<file path="src/hw/rtl/lpi_pkg.sv">
// Line/plane intersect: shared widths, codes, pipeline structs and the saturation helper.
// No dependencies.
package lpi_pkg;

	localparam int DotW = 67;   // exact Q35.32 dot product of three terms
	localparam int MagW = 66;   // magnitude of a dot product
	localparam int NumW = 98;   // |top| * |dir|
	localparam int CmpW = 100;  // compare width inside the divider
	localparam int QW   = 34;   // quotient bits kept; anything larger saturates

	typedef logic [1:0] cmd_t;
	localparam cmd_t CmdIsect = 2'd0;
	localparam cmd_t CmdDist  = 2'd1;
	localparam cmd_t CmdAbove = 2'd2;

	typedef logic [1:0] kind_t;
	localparam kind_t KindPoint   = 2'd0;
	localparam kind_t KindPar     = 2'd1;
	localparam kind_t KindInPlane = 2'd2;

	typedef logic [2:0] reg_idx_t;
	localparam reg_idx_t RegPx = 3'd0;
	localparam reg_idx_t RegPy = 3'd1;
	localparam reg_idx_t RegPz = 3'd2;
	localparam reg_idx_t RegNx = 3'd3;
	localparam reg_idx_t RegNy = 3'd4;
	localparam reg_idx_t RegNz = 3'd5;

	typedef struct packed {
		cmd_t             cmd;
		logic [2:0][31:0] pt;
		logic [2:0]       dneg;
		logic             sg;
		kind_t            kind;
		logic [31:0]      sdist;
		logic             above;
		logic [2:0]       ovf;
	} side_t;

	typedef struct packed {
		logic [2:0][NumW-1:0] rem;
		logic [2:0][QW-1:0]   quo;
		logic [MagW-1:0]      den;
		side_t                side;
	} div_t;

	function automatic logic [31:0] sat32(input logic [67:0] v);
		logic hi_ones;
		logic hi_zeros;
		hi_ones  = &v[67:31];
		hi_zeros = ~(|v[67:31]);
		if (hi_ones || hi_zeros) begin
			return v[31:0];
		end
		return v[67] ? 32'h8000_0000 : 32'h7FFF_FFFF;
	endfunction

endpackage

</file>
<file path="src/hw/rtl/lpi_div_cell.sv">
// One restoring-division cell: settles quotient bit Shift for all three axes.
// Depends on lpi_pkg.
module lpi_div_cell #(
	parameter int unsigned Shift = 0
) (
	input  logic          clk,
	input  logic          arst_n,
	input  logic          en,
	input  logic          vld_in,
	input  lpi_pkg::div_t din,
	output logic          vld_out,
	output lpi_pkg::div_t dout
);
	import lpi_pkg::*;

	logic [CmpW-1:0] dsh;
	div_t            nxt;

	assign dsh = CmpW'(din.den) << Shift;

	always_comb begin
		nxt = din;
		for (int a = 0; a < 3; a++) begin
			if (CmpW'(din.rem[a]) >= dsh) begin
				nxt.rem[a]        = din.rem[a] - dsh[NumW-1:0];
				nxt.quo[a][Shift] = 1'b1;
			end
		end
	end

	always_ff @(posedge clk or negedge arst_n) begin
		if (!arst_n) begin
			vld_out <= 1'b0;
		end else if (en) begin
			vld_out <= vld_in;
		end
	end

	always_ff @(posedge clk) begin
		if (en) begin
			dout <= nxt;
		end
	end

endmodule

</file>
<file path="config.mk">
export PLATFORM = sky130hd
export DESIGN_NAME = lpi_div_cell
export DESIGN_NICKNAME = d
export VERILOG_FILES = /design/src/hw/rtl/lpi_pkg.sv /design/src/hw/rtl/lpi_div_cell.sv
export SDC_FILE = /design/constraint.sdc
export NUM_CORES = 1
export LEC_CHECK = 0
export BUFFER_PORTS_ARGS = -buffer_cell sky130_fd_sc_hd__buf_2
export CORE_AREA = 5 5 468 470
export DETAILED_ROUTE_END_ITERATION = 16
export DIE_AREA = 0 0 473 475
export PLACE_DENSITY_LB_ADDON = 0.12
export SLEW_MARGIN = 10
export SYNTH_ARGS = -nofsm -noshare
export SYNTH_HDL_FRONTEND = slang
export SYNTH_SLANG_ARGS = --single-unit
</file>
<file path="constraint.sdc">
create_clock -name clk -period 1.2 [get_ports clk]
set_input_delay 0.24 -clock clk [delete_from_list [all_inputs] [get_ports clk]]
set_output_delay 0.24 -clock clk [all_outputs]
set_load 0.1 [all_outputs]
</file>
## After elaboration in Yosys (flattened, before gate mapping)

Index checks and enable logic that the tools add are counted.
W data, S select, Z words.

| word-level totals | value |
|---|---|
| bits in registers | 603 |
| input bits | 606 |

| cells by class | value |
|---|---|
| order comparisons | 3 |
| multiplexer cells | 3 |
| add/sub/neg operators | 3 |

Operators by type and width:

| kind | number |
|---|---|
| $ge A98 B66 Y1 | 3 |
| $mux W98 | 3 |
| $sub A98 B66 Y98 | 3 |

## Logic depth before layout (Yosys ltp)

Gate-level depths: netlist of run 1.

| depth | value |
|---|---|
| depth after elaboration | 2 |
| depth in mapped cells | 16 |

## Worst setup path after synthesis of run 1

OpenSTA, ideal clock, no wires.

| timing path | value |
|---|---|
| path type | input port to flip-flop |
| start point | input din[181] (netlist bit) |
| end point | register dout[503] (netlist bit) (data pin) |
| required time | 0.921 ns |
| slack | -2.585 ns |
| cell stages on the path | 12 |
| buffers on the path | 1 |
| arrival | 3.505 ns |
| cell sequence | inv_1 -> ha_1 -> clkbuf_1 -> nand2_1 -> or4_1 -> a2111oi_1 -> o31ai_1 -> a211oi_2 -> nor3_4 -> or4_1 -> a2111oi_0 -> xor2_1 |

RTL lines:

| element | RTL line | source |
|---|---|---|
| start: declaration | lpi_div_cell.sv:10 | `input lpi_pkg::div_t din,` |
| end signal: assignment | lpi_div_cell.sv:41 | `dout <= nxt;` |
| end: declaration | lpi_div_cell.sv:12 | `output lpi_pkg::div_t dout` |

==> results of run 1 <==
## flip-flops by register name, summed over array words and instances, names as in the netlist
name and count:
dout 602, vld_out 1
## metal layers
layer  wire, µm  track usage (%)
met1      96500             23.6
met2     140000             42.1
met3      14500             5.09
met4      13300             9.78
met5        414                0
## layout by cell type (no fill, tap or decap), drive strengths merged, types with 62 or more instances in the layout
master and instances:
nor2 250, o21bai 63, a21o 77, nand4 92, xnor2 154, inv 136
o21ai 273, buf 2869, ha 198, edfxtp 602, xor2 129, nand3 62
a21oi 329, nand2 387, dlygate4sd3 597, clkbuf 110, nor3 95
## cell type report
type                       count  area (µm²)
tap                         2838        3550
timing repair buffer        3479       35200
inverter                     148         683
antenna                       44         110
sequential                   603       18100
fill                       21500      134000
clock buffer                  97        2190
clock inverter                61         674
multi-input combinational   2612       20000
## what timing repair did
item | in CTS | in global routing
pin swaps | 65 | 110
gates resized for setup | 284 | 333
hold endpoints to repair | 590 | 6
setup endpoints to repair | 900 | 900
hold buffers | 593 | 4
setup buffers | 53 | 64
gates cloned | 5 | 13
## metrics by stage
step / TNS, ns / area (µm²)
after floorplan: -546.55 / 37400
after global placement: -895.80 / 67200
after detailed placement: -900.52 / 67200
after CTS: -805.67 / 77900
after global routing: -833.66 / 80400
final: -780.94 / 80500
## where the power goes
group          internal [W]  switching, W  leakage, nW
combinational        0.0192        0.0294         26.5
sequential           0.0262       0.00213         5.90
clock                0.0154        0.0112         1.38
## kinds of logic (layout without fill, tap and decap cells)
kind of cell / Yosys count / after routing
simple gates: 1135 / 1135
fa+ha+maj: 201 / 201
xor+xnor: 283 / 283
mux: 24 / 24
other cells: 0 / 44
flops: 603 / 603
compound gates: 969 / 969
buf+inv: 292 / 3785
## worst max path at each step
stage                                to  slack [ns]  cells past startpoint
floorplan           dout[492]$_DFFE_PP_       -2.30                     11
global placement    dout[592]$_DFFE_PP_       -3.51                     15
detailed placement  dout[592]$_DFFE_PP_       -3.54                     15
CTS                 dout[399]$_DFFE_PP_       -2.07                     17
global route        dout[403]$_DFFE_PP_       -2.08                     17
finish              dout[403]$_DFFE_PP_       -2.11                     17
==> impl_metrics.csv, run 1 <==
group,metric,value,unit
sta,fin_crit,3.31,ns
sta,fin_crit_sh,276,%
synthesis,mappedNetlistArea,35800,µm²
sta,maxSlewHeadroom,52.2,%
grt,first_global_vias,44100,
clock_tree,clk_latency,0.72,ns
pwr,p_total,0.104,W
grt,grt_max_degree,41,
worst_setup_path,cp-startpoint,"din[164]",
synthesis,yosys_warnings,0,
synthesis,synthTopCellsByArea,"edfxtp_1 (50%), ha_1 (6.9%), a21oi_1 (4.6%), nand2_1 (4.1%), o21ai_0 (3.8%)",
synthesis,synth_top_area_share,50.4,%
route,drt-initial-drc-count,2199,
synthesis,synth_edf_count,602,
synthesis,yosys_register_bits,603,
run_status,violations,"negative setup slack",
die,initial_core_util,16.8,%
route,vias,42100,
worst_setup_path,required,1.76,ns
sta,worst_slew_pin_slew,0.709,ns
clock_tree,cts-root-buf,"clkbuf_16",
synthesis,avgSynthCellArea,10.2,µm²
synthesis,synth_xor_area_share,6.91,%
worst_setup_path,critical_path_class,"in -> reg",
pwr,ir_drop,0.00109,V
grt,grt_pass1_wl,351,mm
synthesis,synth_fp_nets,4314,
sta,fmaxAchievable,302,MHz
clock_tree,cts_max_path_buffers,3,
synthesis,async_flop_share,0.166,%
worst_setup_path,path_cells,"buf_6, clkinvlp_4, buf_6, ha_4, buf_4, nand4_1, nor4_4, nand3_2, nand4b_1, buf_4, nand3b_1, nand2b_4, o21ai_4, or4_4, buf_12, nor3_4, xor2_2",
synthesis,synth_top_family_by_area,"compound AO/OA/AOI/OAI gates",
route,wl_per_cell,26.8,µm
placement,dpl.cell_count,8959,
die,rows,170,
synthesis,synth-compound-area-share,16.4,%
placement,pre_cts_ws,-3.54,ns
hold_path,whs_endpoint,"dout[505]$_DFFE_PP_",
synthesis,synthSimpleGateAreaFrac,15.2,%
die,core_area,214000,µm²
placement,portBuffers,1208,
hold_path,whs_path_depth,3,
synthesis,syn_inst,3507,
synthesis,synthMuxAreaShare,0.747,%
pwr,pwr_density_cell,1290,nW/µm²
sta,rsz0062_at_grt,"yes",
sta,hold_slack,0.0262,ns
clock_tree,cts_sinks,603,
pwr,p_leak,33.8,nW
clock_tree,h-tree-depth,3,
worst_setup_path,cp_top_family,"simple AND/OR/NAND/NOR gates",
worst_setup_path,reg2reg_to,"vld_out$_DFFE_PN0P_",
run_status,outcome,"finished with violations",
grt,grt_usage,22.3,%
worst_setup_path,end_kind,"flop",
grt,antenna_found_initial,119,
sta,finalSetupViolations,900,
cells_and_area,post_route_cells_drive_above_1_share,50.6,%
worst_setup_path,ff2ff_path_depth,1,
route,vias_per_cell,4.26,
worst_setup_path,critPathMaxStageDelay,0.49,ns
sta,hold_violations,0,
hold_path,hp-class,"in -> reg",
cells_and_area,final_util,37.6,%
worst_setup_path,path_buf_inv,6,
worst_setup_path,worstPathArrival,3.87,ns
die,ios,1209,
worst_setup_path,r2r_slack,0.40,ns
route,dr.pass1.iters,5,
route,drt-total-wl,265,mm
hold_path,min_from,"din[505]",
route,ant_nets,0,
synthesis,synth_largest_area_cell,"edfxtp_1",
sta,report.final.slew_viol_count,0,
clock_tree,clk_pin_slew,0.06,ns
synthesis,ys.flop_type,"edfxtp_1",
die,die_y,475,µm
worst_setup_path,rr_startpoint,"vld_out$_DFFE_PN0P_",
sta,setup_ws,-2.11,ns
synthesis,synthTopCellsByCount,"edfxtp_1 (602), nand2_1 (387), a21oi_1 (329)",
clock_tree,cts_tree,"yes",
synthesis,synth.distinct_cells,80,
cells_and_area,layoutNonFillerInstCount,9882,
die,die-area,225000,µm²
synthesis,synth.most_common_cell,"edfxtp_1",
route,drc_errors,0,
cells_and_area,fin_nets,7737,
placement,gp_congestion,0.905,
sta,clock_skew,0,ns
worst_setup_path,start_kind,"input port",
worst_setup_path,cp_slowest_cell,"or4_4",
worst_setup_path,crit_fanout,7,
die,die_w,473,µm
synthesis,synthAdderAreaFrac,7.08,%
placement,hpwl,223,mm
flow_run,maxCapViolCount,0,
clock_tree,cts_buffers,86,
grt,grt-ovfl-total,0,
synthesis,synth_sequential_area_ratio,50.5,%
cells_and_area,syn2layout_area_growth,124,%
(Power assumes the default switching activity.)
==> run 2: changes to the inputs <==
==> constraint.sdc (replaced) <==
create_clock -name clk -period 1.2 [get_ports clk]
set_input_delay 0.18 -clock clk [delete_from_list [all_inputs] [get_ports clk]]
set_output_delay 0.18 -clock clk [all_outputs]
set_load 0.1 [all_outputs]
==> impl_metrics.csv, run 2 (same netlist as run 1, synthesis figures left out) <==
group,metric,value,unit
sta,clock_skew,0,ns
hold_path,hp-class,"in -> reg",
clock_tree,cts-root-buf,"clkbuf_16",
route,drt-total-wl,268,mm
sta,hold_slack,-0.306,ns
sta,rsz0062_at_grt,"yes",
clock_tree,cts_sinks,603,
clock_tree,cts_tree,"yes",
worst_setup_path,start_kind,"input port",
route,vias_per_cell,4.27,
grt,grt_usage,22.4,%
sta,hold_violations,5,
die,initial_core_util,16.8,%
route,drt-initial-drc-count,2201,
grt,first_global_vias,43700,
clock_tree,clk_latency,0.70,ns
route,vias,42300,
grt,grt-ovfl-total,0,
cells_and_area,final_cell_mix,"buf_4 (1,473), buf_12 (679), dlygate4sd3_1 (605)",
run_status,violations,"negative hold slack, negative setup slack",
die,die-area,225000,µm²
placement,hpwl,222,mm
cells_and_area,num-fill-cells,21200,
sta,fmaxAchievable,305,MHz
route,dr.pass1.iters,5,
die,die_w,473,µm
clock_tree,clk_pin_slew,0.06,ns
cells_and_area,fin_nets,7766,
worst_setup_path,crit_fanout,4,
placement,gp_congestion,0.908,
pwr,pwr_density_cell,1250,nW/µm²
sta,maxSlewHeadroom,48.4,%
sta,finalSetupViolations,900,
placement,portBuffers,1208,
worst_setup_path,critPathMaxStageDelay,0.51,ns
route,drc_errors,0,
sta,fin_crit_sh,274,%
worst_setup_path,critical_path_class,"in -> reg",
run_status,outcome,"finished with violations",
sta,report.final.slew_viol_count,0,
die,core_area,214000,µm²
sta,setup_ws,-2.08,ns
sta,fin_crit,3.28,ns
worst_setup_path,path_cells,"buf_8, clkinvlp_4, buf_6, ha_4, buf_6, nand4_1, nor4_4, nand3_1, nand4b_1, buf_4, nand3b_1, nand2b_4, o21ai_4, or4_4, buf_6, buf_4, nor3_4, xor2_1, buf_4",
pwr,p_leak,34.3,nW
cells_and_area,multiInputGateArea,21100,µm²
grt,grt_pass1_wl,352,mm
grt,grt_max_degree,38,
worst_setup_path,required,1.67,ns
worst_setup_path,end_kind,"flop",
grt,antenna_found_initial,102,
worst_setup_path,cp_slowest_cell,"or4_4",
pwr,ir_drop,0.00110,V
route,wl_per_cell,27.0,µm
cells_and_area,top_register,"dout",
clock_tree,h-tree-depth,3,
cells_and_area,regArea,18100,µm²
cells_and_area,layoutNonFillerInstCount,9894,
clock_tree,cts_buffers,83,
clock_tree,cts_max_path_buffers,3,
route,ant_nets,0,
die,rows,170,
sta,worst_slew_pin_slew,0.771,ns
die,ios,1209,
cells_and_area,largest_reg_flops,602,
cells_and_area,largestRegisters,"dout (602), vld_out (1)",
cells_and_area,final_common_cell,"buf_4",
pwr,p_total,0.103,W
cells_and_area,post_route_cells_drive_above_1_share,53.0,%
worst_setup_path,worstPathArrival,3.75,ns
worst_setup_path,cp_top_family,"simple AND/OR/NAND/NOR gates",
flow_run,maxCapViolCount,0,
worst_setup_path,path_buf_inv,8,
placement,dpl.cell_count,8920,
die,die_y,475,µm
cells_and_area,syn2layout_area_growth,129,%
-- run 2: changes by cell type in the layout (fill, tap and decap cells not counted), sizes merged --
cell	delta
buf	+23
clkinv	-10
clkbuf	+8
dlygate4sd3	+8
inv	-8
diode	-7
bufinv	-4
clkinvlp	+2
-- run 2: final timing paths --
kind	from	end	slack [ns]	depth (start not counted)
max	din[168]	dout[403]$_DFFE_PP_	-2.08	19
min reg2reg	vld_out$_DFFE_PN0P_	vld_out$_DFFE_PN0P_	0.56	1
max reg2reg	vld_out$_DFFE_PN0P_	vld_out$_DFFE_PN0P_	0.40	1
max in group asynchronous	arst_n	vld_out$_DFFE_PN0P_	0.78	3
min	din[140]	dout[140]$_DFFE_PP_	-0.31	1
min in group asynchronous	arst_n	vld_out$_DFFE_PN0P_	0.30	3
-- run 2: per-layer routing --
metal,share of wire (%),global-route usage [%]
met5,0.078,0
met4,5.1,9.06
met3,5.0,4.41
met2,53,42.4
met1,37,24.2
-- run 2: stage by stage --
stage                     setup slack [ns]  cell area (µm²)  setup TNS (ns)  util (%)
final                                -2.08            82200         -728.74      38.4
after global placement               -3.44            66900         -857.81      31.3
after CTS                            -2.00            77800         -746.85      36.3
after detailed placement             -3.51            66900         -863.66      31.3
after floorplan                      -2.24            37400         -528.73         -
after global routing                 -2.19            82200         -787.98      38.4
-- run 2: final cells by class --
type	instances	share of cell area (%)
Antenna cell	37	0.113
Clock buffer	104	2.65
Clock inverter	41	0.571
Inverter	148	0.855
Multi-Input combinational cell	2612	25.7
Sequential cell	603	22.0
Tap cell	2838	4.32
Timing Repair Buffer	3511	43.8
-- run 2: what timing repair did --
item,CTS,global route
pin swaps,88,210
resized for setup,297,672
setup buffers,67,133
setup endpoints to repair,900,900
gates cloned,7,18
hold endpoints to repair,631,9
hold buffers,600,5
-- run 2: power breakdown --
group	internal [W]	switching, W	total [W]
Clock	0.0142	0.0110	0.0252
Combinational	0.0195	0.0297	0.0492
Sequential	0.0262	0.00209	0.0283
Total	0.0599	0.0428	0.103
